File: src/rtl/core/alu8_pkg.sv
// alu8_pkg: operation codes, flag type and decimal-adjust constants for the
// eight-bit ALU. No dependencies; used by alu8_core and the top level.
package alu8_pkg;

  typedef enum logic [4:0] {
    OP_ADD  = 5'd0,
    OP_ADC  = 5'd1,
    OP_SUB  = 5'd2,
    OP_SBC  = 5'd3,
    OP_AND  = 5'd4,
    OP_XOR  = 5'd5,
    OP_OR   = 5'd6,
    OP_CP   = 5'd7,
    OP_INC  = 5'd8,
    OP_DEC  = 5'd9,
    OP_DAA  = 5'd10,
    OP_CPL  = 5'd11,
    OP_SCF  = 5'd12,
    OP_CCF  = 5'd13,
    OP_RLCA = 5'd14,
    OP_RRCA = 5'd15,
    OP_RLA  = 5'd16,
    OP_RRA  = 5'd17,
    OP_RLC  = 5'd18,
    OP_RRC  = 5'd19,
    OP_RL   = 5'd20,
    OP_RR   = 5'd21,
    OP_SLA  = 5'd22,
    OP_SRA  = 5'd23,
    OP_SWAP = 5'd24,
    OP_SRL  = 5'd25,
    OP_BIT  = 5'd26,
    OP_RES  = 5'd27,
    OP_SET  = 5'd28
  } op_e;

  // packed as Z N H C, msb first
  typedef struct packed {
    logic z;
    logic n;
    logic h;
    logic c;
  } flags_t;

  localparam logic [7:0] DaaHiLimit = 8'h99;
  localparam logic [3:0] DaaLoLimit = 4'h9;
  localparam logic [7:0] DaaHiAdj   = 8'h60;
  localparam logic [7:0] DaaLoAdj   = 8'h06;

endpackage

File: src/rtl/core/alu8_core.sv
// alu8_core: combinational datapath of the eight-bit ALU (add/sub, logic,
// DAA, rotates/shifts, bit ops). Depends on alu8_pkg.
module alu8_core (
  input  alu8_pkg::op_e    op_i,
  input  logic [7:0]       a_i,
  input  logic [7:0]       b_i,
  input  logic [2:0]       idx_i,
  input  alu8_pkg::flags_t f_i,
  output logic [7:0]       r_o,
  output alu8_pkg::flags_t f_o,
  output logic             wb_o
);

  logic       cc;
  logic [8:0] sum9;
  logic [4:0] sum_lo;
  logic [8:0] diff9;
  logic [4:0] diff_lo;
  logic       daa_lo;
  logic       daa_hi;
  logic [7:0] daa_adj;
  logic [7:0] daa_r;
  logic [7:0] bit_mask;

  // carry-in only for ADC/SBC
  assign cc = f_i.c & ((op_i == alu8_pkg::OP_ADC) | (op_i == alu8_pkg::OP_SBC));

  assign sum9    = {1'b0, a_i} + {1'b0, b_i} + {8'd0, cc};
  assign sum_lo  = {1'b0, a_i[3:0]} + {1'b0, b_i[3:0]} + {4'd0, cc};
  // bit 8 / bit 4 act as borrow out
  assign diff9   = {1'b0, a_i} - {1'b0, b_i} - {8'd0, cc};
  assign diff_lo = {1'b0, a_i[3:0]} - {1'b0, b_i[3:0]} - {4'd0, cc};

  assign daa_lo  = f_i.h | (~f_i.n & (a_i[3:0] > alu8_pkg::DaaLoLimit));
  assign daa_hi  = f_i.c | (~f_i.n & (a_i > alu8_pkg::DaaHiLimit));
  assign daa_adj = (daa_hi ? alu8_pkg::DaaHiAdj : 8'd0) | (daa_lo ? alu8_pkg::DaaLoAdj : 8'd0);
  assign daa_r   = f_i.n ? (a_i - daa_adj) : (a_i + daa_adj);

  assign bit_mask = 8'd1 << idx_i;

  always_comb begin
    r_o  = a_i;
    f_o  = f_i;
    wb_o = 1'b1;
    unique case (op_i) inside
      alu8_pkg::OP_ADD, alu8_pkg::OP_ADC: begin
        r_o = sum9[7:0];
        f_o = '{z: (sum9[7:0] == 8'd0), n: 1'b0, h: sum_lo[4], c: sum9[8]};
      end
      alu8_pkg::OP_SUB, alu8_pkg::OP_SBC, alu8_pkg::OP_CP: begin
        r_o  = diff9[7:0];
        f_o  = '{z: (diff9[7:0] == 8'd0), n: 1'b1, h: diff_lo[4], c: diff9[8]};
        wb_o = (op_i != alu8_pkg::OP_CP);
      end
      alu8_pkg::OP_AND: begin
        r_o = a_i & b_i;
        f_o = '{z: ((a_i & b_i) == 8'd0), n: 1'b0, h: 1'b1, c: 1'b0};
      end
      alu8_pkg::OP_XOR: begin
        r_o = a_i ^ b_i;
        f_o = '{z: ((a_i ^ b_i) == 8'd0), n: 1'b0, h: 1'b0, c: 1'b0};
      end
      alu8_pkg::OP_OR: begin
        r_o = a_i | b_i;
        f_o = '{z: ((a_i | b_i) == 8'd0), n: 1'b0, h: 1'b0, c: 1'b0};
      end
      alu8_pkg::OP_INC: begin
        r_o = a_i + 8'd1;
        f_o = '{z: (a_i == 8'hff), n: 1'b0, h: (a_i[3:0] == 4'hf), c: f_i.c};
      end
      alu8_pkg::OP_DEC: begin
        r_o = a_i - 8'd1;
        f_o = '{z: (a_i == 8'h01), n: 1'b1, h: (a_i[3:0] == 4'h0), c: f_i.c};
      end
      alu8_pkg::OP_DAA: begin
        r_o = daa_r;
        f_o = '{z: (daa_r == 8'd0), n: f_i.n, h: 1'b0, c: daa_hi};
      end
      alu8_pkg::OP_CPL: begin
        r_o = ~a_i;
        f_o = '{z: f_i.z, n: 1'b1, h: 1'b1, c: f_i.c};
      end
      alu8_pkg::OP_SCF: begin
        wb_o = 1'b0;
        f_o  = '{z: f_i.z, n: 1'b0, h: 1'b0, c: 1'b1};
      end
      alu8_pkg::OP_CCF: begin
        wb_o = 1'b0;
        f_o  = '{z: f_i.z, n: 1'b0, h: 1'b0, c: ~f_i.c};
      end
      // accumulator rotates always clear Z; prefixed ones test the result
      alu8_pkg::OP_RLCA, alu8_pkg::OP_RLC: begin
        r_o = {a_i[6:0], a_i[7]};
        f_o = '{z: (op_i == alu8_pkg::OP_RLC) & (a_i == 8'd0), n: 1'b0, h: 1'b0, c: a_i[7]};
      end
      alu8_pkg::OP_RRCA, alu8_pkg::OP_RRC: begin
        r_o = {a_i[0], a_i[7:1]};
        f_o = '{z: (op_i == alu8_pkg::OP_RRC) & (a_i == 8'd0), n: 1'b0, h: 1'b0, c: a_i[0]};
      end
      alu8_pkg::OP_RLA, alu8_pkg::OP_RL: begin
        r_o = {a_i[6:0], f_i.c};
        f_o = '{z: (op_i == alu8_pkg::OP_RL) & ({a_i[6:0], f_i.c} == 8'd0),
                n: 1'b0, h: 1'b0, c: a_i[7]};
      end
      alu8_pkg::OP_RRA, alu8_pkg::OP_RR: begin
        r_o = {f_i.c, a_i[7:1]};
        f_o = '{z: (op_i == alu8_pkg::OP_RR) & ({f_i.c, a_i[7:1]} == 8'd0),
                n: 1'b0, h: 1'b0, c: a_i[0]};
      end
      alu8_pkg::OP_SLA: begin
        r_o = {a_i[6:0], 1'b0};
        f_o = '{z: (a_i[6:0] == 7'd0), n: 1'b0, h: 1'b0, c: a_i[7]};
      end
      alu8_pkg::OP_SRA: begin
        r_o = {a_i[7], a_i[7:1]};
        f_o = '{z: (a_i[7:1] == 7'd0), n: 1'b0, h: 1'b0, c: a_i[0]};
      end
      alu8_pkg::OP_SWAP: begin
        r_o = {a_i[3:0], a_i[7:4]};
        f_o = '{z: (a_i == 8'd0), n: 1'b0, h: 1'b0, c: 1'b0};
      end
      alu8_pkg::OP_SRL: begin
        r_o = {1'b0, a_i[7:1]};
        f_o = '{z: (a_i[7:1] == 7'd0), n: 1'b0, h: 1'b0, c: a_i[0]};
      end
      alu8_pkg::OP_BIT: begin
        wb_o = 1'b0;
        f_o  = '{z: ~a_i[idx_i], n: 1'b0, h: 1'b1, c: f_i.c};
      end
      alu8_pkg::OP_RES: r_o = a_i & ~bit_mask;
      alu8_pkg::OP_SET: r_o = a_i | bit_mask;
      default: wb_o = 1'b0;  // unassigned codes pass A through, no write
    endcase
  end

endmodule

File: src/rtl/core/eight_bit_alu_with_flags.sv
// eight_bit_alu_with_flags: top level, input register, alu8_core and result
// register with valid/ready handshakes. Depends on alu8_pkg and alu8_core.
//
// Usage:
//   Input channel (in_valid_i/in_ready_o) carries one operation word: opcode,
//   operand A, operand B, bit index and the incoming Z/N/H/C flags.
//   Output channel (out_valid_o/out_ready_i) returns one word per input:
//   result byte, new flags and the write-back mark.
//   Path: an accepted word goes into the input register, then through the ALU
//   logic into the result register, which presents it on the output.
//   Throughput: one word per cycle while out_ready_i stays high; the ALU logic
//   between the two registers is 9-bit add and subtract, DAA, shifts and selection.
//   Stall: when the receiver holds out_ready_i low, the result register
//   keeps its word and the input register keeps one more; in_ready_o drops
//   only when both are full. Words are never dropped or duplicated.
//   Reset: rst_ni clears both valid bits; no words are in flight afterward.
module eight_bit_alu_with_flags (
  input  logic       clk_i,
  input  logic       rst_ni,
  input  logic       in_valid_i,
  output logic       in_ready_o,
  input  logic [4:0] operation_i,
  input  logic [7:0] operand_a_i,
  input  logic [7:0] operand_b_i,
  input  logic [2:0] bit_index_i,
  input  logic [3:0] flags_in_i,
  output logic       out_valid_o,
  input  logic       out_ready_i,
  output logic [7:0] result_o,
  output logic [3:0] flags_out_o,
  output logic       write_back_o
);

  logic             s1_valid_q;
  alu8_pkg::op_e    s1_op_q;
  logic [7:0]       s1_a_q;
  logic [7:0]       s1_b_q;
  logic [2:0]       s1_idx_q;
  alu8_pkg::flags_t s1_flags_q;

  logic             out_valid_q;
  logic [7:0]       out_result_q;
  alu8_pkg::flags_t out_flags_q;
  logic             out_wb_q;

  logic             out_ready_int;
  logic             s1_ready;
  logic [7:0]       result_d;
  alu8_pkg::flags_t flags_d;
  logic             wb_d;

  assign out_ready_int = ~out_valid_q | out_ready_i;
  assign s1_ready      = ~s1_valid_q | out_ready_int;
  assign in_ready_o    = s1_ready;

  always_ff @(posedge clk_i or negedge rst_ni) begin
    if (!rst_ni) begin
      s1_valid_q <= 1'b0;
    end else if (s1_ready) begin
      s1_valid_q <= in_valid_i;
    end
  end

  always_ff @(posedge clk_i) begin
    if (in_valid_i && s1_ready) begin
      s1_op_q    <= alu8_pkg::op_e'(operation_i);
      s1_a_q     <= operand_a_i;
      s1_b_q     <= operand_b_i;
      s1_idx_q   <= bit_index_i;
      s1_flags_q <= alu8_pkg::flags_t'(flags_in_i);
    end
  end

  alu8_core u_core (
    .op_i  (s1_op_q),
    .a_i   (s1_a_q),
    .b_i   (s1_b_q),
    .idx_i (s1_idx_q),
    .f_i   (s1_flags_q),
    .r_o   (result_d),
    .f_o   (flags_d),
    .wb_o  (wb_d)
  );

  always_ff @(posedge clk_i or negedge rst_ni) begin
    if (!rst_ni) begin
      out_valid_q <= 1'b0;
    end else if (out_ready_int) begin
      out_valid_q <= s1_valid_q;
    end
  end

  always_ff @(posedge clk_i) begin
    if (s1_valid_q && out_ready_int) begin
      out_result_q <= result_d;
      out_flags_q  <= flags_d;
      out_wb_q     <= wb_d;
    end
  end

  assign out_valid_o  = out_valid_q;
  assign result_o     = out_result_q;
  assign flags_out_o  = out_flags_q;
  assign write_back_o = out_wb_q;

  // an empty result register never blocks the input
  a_ready_when_empty: assert property (@(posedge clk_i) disable iff (!rst_ni)
    !out_valid_q |-> in_ready_o)
    else $error("input stalled with empty result register");

  // accepted word is captured in the input register
  a_accept_lands: assert property (@(posedge clk_i) disable iff (!rst_ni)
    (in_valid_i && in_ready_o) |=> s1_valid_q)
    else $error("accepted word lost");

  // a stalled pipeline keeps its queued word
  a_hold_on_stall: assert property (@(posedge clk_i) disable iff (!rst_ni)
    (s1_valid_q && out_valid_q && !out_ready_i) |=> (s1_valid_q && $stable(s1_a_q)))
    else $error("queued word dropped during stall");

  // compare and bit test never write back
  a_no_wb_cp_bit: assert property (@(posedge clk_i) disable iff (!rst_ni)
    (s1_valid_q && (s1_op_q == alu8_pkg::OP_CP || s1_op_q == alu8_pkg::OP_BIT)) |-> !wb_d)
    else $error("write-back set for compare or bit test");

  // word in the input register moves to the output when the output is free
  a_advance: assert property (@(posedge clk_i) disable iff (!rst_ni)
    (s1_valid_q && out_ready_int) |=> out_valid_q)
    else $error("result not registered");

endmodule
File: config.mk
export PLATFORM = sky130hd
export DESIGN_NAME = eight_bit_alu_with_flags
export DESIGN_NICKNAME = d
export VERILOG_FILES = /design/src/rtl/core/alu8_pkg.sv /design/src/rtl/core/alu8_core.sv /design/src/rtl/core/eight_bit_alu_with_flags.sv
export SDC_FILE = /design/constraint.sdc
export NUM_CORES = 1
export LEC_CHECK = 0
export BUFFER_PORTS_ARGS = -buffer_cell sky130_fd_sc_hd__buf_2
export CAP_MARGIN = 40
export CORE_UTILIZATION = 45
export DETAILED_ROUTE_END_ITERATION = 10
export HOLD_SLACK_MARGIN = 0.08
export MAX_ROUTING_LAYER = met4
export PLACE_DENSITY_LB_ADDON = 0.2
export REMOVE_ABC_BUFFERS = 1
export SETUP_SLACK_MARGIN = 0.15
export SYNTH_ARGS = -nofsm -noshare
export SYNTH_HDL_FRONTEND = slang
export SYNTH_SLANG_ARGS = --single-unit
File: constraint.sdc
create_clock -name clk_i -period 7.79 [get_ports clk_i]
set_input_delay 1.558 -clock clk_i [delete_from_list [all_inputs] [get_ports clk_i]]
set_output_delay 1.558 -clock clk_i [all_outputs]
set_load 0.1 [all_outputs]
# Word level (Yosys, flattened, before mapping)
# Index checks and enable logic that the tools add are counted.
# classes
bitwise,25
n_mux,8
n_reduce_logical,23
order_cmp,3
eq_ne,32
n_addsub,12
shifts,1
# ops
operator,count
8-bit case mux with 19 select lines,1
4-bit case mux with 19 select lines,1
8-bit zero test,9
"5-bit == test, second input constant",13
"5-bit by 4-bit == test with 1-bit output, second input constant",8
8-bit OR,3
23-bit OR reduction,1
"5-bit by 3-bit == test with 1-bit output, second input constant",4
8-bit AND,2
8-bit NOT,2
7-bit zero test,2
2-bit OR reduction,6
"5-bit by 2-bit == test with 1-bit output, second input constant",2
8-bit by 8-bit adder with 9-bit output,1
9-bit by 1-bit adder with 9-bit output,1
8-bit by 8-bit subtractor with 9-bit output,1
9-bit by 1-bit subtractor with 9-bit output,1
"8-bit by 1-bit adder with 8-bit output, second input constant",1
8-bit adder,1
"8-bit by 1-bit == test with 1-bit output, second input constant",1
"8-bit == test, second input constant",1
"8-bit > comparator, second input constant",1
8-bit two-way mux,1
"1-bit by 3-bit left shift with 8-bit output, first input constant",1
24 further kinds,39
# totals
input_bits,32
ff_bits,43
output_inout_bits,15

# Depth between registers and ports, before layout
# logic_depth
ltp_word,9
depth_mapped,18
ltp_nobuf,17

# By module
# A second synthesis with hierarchy kept.
# hier_totals
hier_cells,550
hier_area_um2,4685.7
# modules_own_cells
mod,n_inst,area_each_um2,seq_area_each_um2,cells_per_inst
alu8_core,1,3350.7,0.0,501
eight_bit_alu_with_flags,1,1335.0,1281.2,49

# Worst setup path after synthesis
# Ideal clock, no wire load.
# synth_path
kind,in2out
from,in out_ready_i
to,out in_ready_o
t_required_ns,6.232
path_buffers,0
arrival_time_ns,2.380
stages,1
slack_ns,3.852
path_cell_list,nand3b_1
# synth_via
elab_chain_len,2
# synth_rtl
item,line_no,source
start: declaration,eight_bit_alu_with_flags.sv:28,"input logic out_ready_i,"
1-bit OR,eight_bit_alu_with_flags.sv:52,assign out_ready_int = ~out_valid_q | out_ready_i;
1-bit OR,eight_bit_alu_with_flags.sv:53,assign s1_ready = ~s1_valid_q | out_ready_int;
end: declaration,eight_bit_alu_with_flags.sv:21,"output logic in_ready_o,"
# Every way passes these cells.

# Worst setup path after layout
# layout_path
from,reg s1_a_q[1]
to,"reg out_result_q[7], in the netlist result_o[7] (data pin)"
# layout_via
elab_chain_len,8
word_cells_on_any_way,19
cone_classes,add/sub (8); order compare (2); mux (4); bitwise (5)
# layout_rtl
item,line_no,source
start: declaration,eight_bit_alu_with_flags.sv:36,logic [7:0] s1_a_q;
start signal: assignment,eight_bit_alu_with_flags.sv:67,s1_a_q <= operand_a_i;
8-bit > comparator / 4-bit > comparator (equally long branches),"alu8_core.sv:35, alu8_core.sv:34",
1-bit AND (on tied branches),"alu8_core.sv:35, alu8_core.sv:34",
1-bit OR (on tied branches),"alu8_core.sv:35, alu8_core.sv:34",
7-bit two-way mux / 3-bit two-way mux (equally long branches),alu8_core.sv:36,assign daa_adj = (daa_hi ? alu8_pkg::DaaHiAdj : 8'd0) | (daa_lo ? alu8_pkg::DaaLoAdj : 8'd0);
8-bit OR,alu8_core.sv:36,
8-bit adder / 8-bit subtractor (equally long branches),alu8_core.sv:37,assign daa_r = f_i.n ? (a_i - daa_adj) : (a_i + daa_adj);
8-bit two-way mux,alu8_core.sv:37,
8-bit case mux with 19 select lines *,alu8_core.sv:45,unique case (op_i) inside
via result_d[7],eight_bit_alu_with_flags.sv:48,logic [7:0] result_d;
end signal: assignment,eight_bit_alu_with_flags.sv:95,out_result_q <= result_d;
end: declaration,eight_bit_alu_with_flags.sv:42,logic [7:0] out_result_q;
# The timed path passes the listed nets; every way through them passes the cells marked *.
# A chain may end at the register's enable or synchronous reset.

==> flow_summary_export.csv <==
group,metric,value,unit
sta,fin_crit_sh,55.8,%
setup_path,arrival,4410,ps
route,vias_per_cell,6.54,
pwr,power.leakage,1.96,nW
setup_path,rrSetupSlack,3450,ps
clock_tree,numCtsBuffers,5,
clock_tree,clock-root-buffer,"clkbuf_8",
global_routing,first_global_vias,4212,
setup_path,critPathLaunchType,"flop",
clock_tree,cts_tree,"built",
global_routing,antenna_found_initial,0,
die,start_util,47.0,%
pwr,powerDensity,158,nW/µm²
synth,synth_area,4630,µm²
clock_tree,cts_max_level,2,
clock_tree,cts_setup_buffers,0,
clock_tree,path_clk_slew,80,ps
route,route.detailed.wl_per_inst,23.1,µm
sta,max_slew_margin,40.3,%
place,io_buffers,46,
sta,setup-violations-final,0,
synth,syn_inst,545,
die,die_area,10700,µm²
final_layout,multiInputGateArea,3080,µm²
synth,synth_commonest_cells,"nor2_1 (50), edfxtp_1 (41), ha_1 (41)",
synth,ys_ff_latch,43,
synth,synth_warnings,0,
route,drt_iter0_drc,545,
route,antenna_left,0,
sta,tightestPinTransition,896,ps
run_status,outcome,"completed",
final_layout,drive_gt1_share,13.0,%
die,io-pin-count,47,
global_routing,grt_pass1_wl,24700,µm
setup_path,cp_data_required_time,7850,ps
synth,yosysMostFrequentCell,"nor2_1",
die,die_w,103,µm
synth,async_reset_ff_share,4.65,%
synth,ys_types,75,
synth,synth_area_per_cell,8.50,µm²
setup_path,cp-end-kind,"flop",
clock_tree,clk_latency,310,ps
global_routing,overflow,0,
route,drc_errors,0,
final_layout,synthToLayoutAreaGrowth,8.61,%
global_routing,grt_max_degree,35,
die,num_rows,36,
final_layout,final_cell_area,5030,µm²
synth,yosysTopAreaCell,"edfxtp_1",
setup_path,worstPathMaxFanout,16,
place,dp_hpwl,12200,µm
clock_tree,clk_path_buf_depth,2,
sta,fmax,230,MHz
final_layout,n_antenna_cell,0,
synth,synth.area.top_cells,"edfxtp_1 (27%), ha_1 (11%), nor2_1 (4.0%)",
setup_path,crit_type,"flop to flop",
route,drt_pass1_iterations,5,
route,wl,16400,µm
sta,rsz0062_at_grt,"false",
synth,synth_edf_count,41,
route,routed-via-count,4638,
final_layout,final_nets,652,
sta,finalHoldViolCount,0,
flow_run,max-cap-violations,0,
sta,final_max_slew_viol_count,0,
clock_tree,cts_hold_buf,0,
die,core,9860,µm²
final_layout,register_area,1280,µm²
pwr,irDropWorstVdd,91.4,µV
clock_tree,cts_sinks,43,
die,die_y,103,µm
pwr,p_total,0.000794,W
global_routing,grt_use_total,33.0,%
clock_tree,cts_resized,0,
synth,synth_ff_type,"edfxtp_1",
sta,fin_skew,11.8,ps
synth,synth-seq-area-share,27.6,%
sta,fin_tns_setup,0,ps
sta,period_minus_slack,4340,ps
synth,synthDominantCellAreaShare,26.6,%
final_layout,fillers,961,
min_path,holdCritPathClass,"flop to flop",
place,placed_area,4950,µm²
place,gp_congestion,1.10,
-- area by class of cell --
cell class	instances	share of cell area [%]
Sequential cell	43	25.5
Clock buffer	6	1.44
Multi-Input combinational cell	438	61.2
Inverter	32	2.39
Tap cell	133	3.31
Clock inverter	2	0.249
Timing Repair Buffer	55	5.99
-- cell usage in the layout, fill, tap and decap left out, drive strengths merged, types with 4 or more instances in the layout --
cell     instances
buf             54
nand4           11
o2111ai          4
o211ai           5
a32oi            4
ha              41
a31oi            6
and2            12
nand2b          13
a221oi           5
xnor2           18
nor4             5
nor2            51
o21ai           30
nor3            19
o22ai            8
a21oi           35
nor3b            5
edfxtp          41
a21o             5
o21a             7
or3              6
fa               4
mux2i            4
nor2b           10
nand3b           4
clkbuf           6
inv             32
nand2           30
a22oi            6
nand3           11
and3            10
a211oi           8
o32a             6
-- per-layer routing --
layer	vias to the layer above	GRT usage [%]	share of wire, %
li1	2125	-	-
met1	2153	44.2	42
met2	306	47.6	44
met3	54	6.85	10
met4	0	15.3	4.5
met5	-	-	0
-- state kept, by name, summed over array words and instances (netlist names) --
register,cells
s1_valid_q,1
s1_op_q,5
s1_idx_q,3
s1_a_q,8
s1_flags_q,4
s1_b_q,8
write_back_o,1
out_valid_o,1
flags_out_o,4
result_o,8
-- critical path, cell delays in order (launching register included) --
cell and delay (ps):
edfxtp_1 800, inv_1 360, ha_1 350, nor2_1 120
o21ai_0 100, o21ai_0 220, a31oi_1 160, ha_1 320
nand2_1 60, o21ai_0 80, ha_1 390, nor2_1 90
o21bai_1 130, mux2i_1 90, nor3_1 330, o22ai_1 140
o32a_1 360
-- power by group --
part	leakage, nW	switching, W	internal [W]
combinational	1.51	0.000233	0.000112
sequential	0.416	0.0000269	0.000278
clock	0.0412	0.0000816	0.0000627
total	1.96	0.000342	0.000453
-- worst paths after layout --
path | startpoint | cells past startpoint | end
hold / removal | s1_valid_q | 1 | out_valid_o
max in group asynchronous | rst_ni | 1 | out_valid_o
setup / recovery | s1_a_q[1] | 16 | result_o[7]
min in group asynchronous | rst_ni | 1 | s1_valid_q
hold reg to reg | s1_valid_q | 1 | out_valid_o
setup reg to reg | s1_a_q[1] | 16 | result_o[7]
-- cells by family (layout without fill, tap and decap cells) --
family                     after synthesis  in the layout  share of synthesized area (%)
and+or+nand+nor                        201            201                           23.3
xor gates and xnor gates                19             19                           3.59
adders and majority gates               45             45                           12.8
DFF                                     43             43                           27.6
AOI/OAI and AO/OA                      167            167                           24.9
buffers and inverters                   64             95                           5.91
muxes                                    6              6                           1.84
-- per-stage QoR --
stage,utilization [%],cells,hold slack [ps],setup slack (ps)
final,51.0,709,495,3450
after CTS,51.0,709,505,3490
after global placement,50.0,699,468,3750
after global routing,51.0,709,524,3050
after detailed placement,50.2,701,473,3510
after floorplan,-,513,449,3850
(Power assumes the default switching activity.)
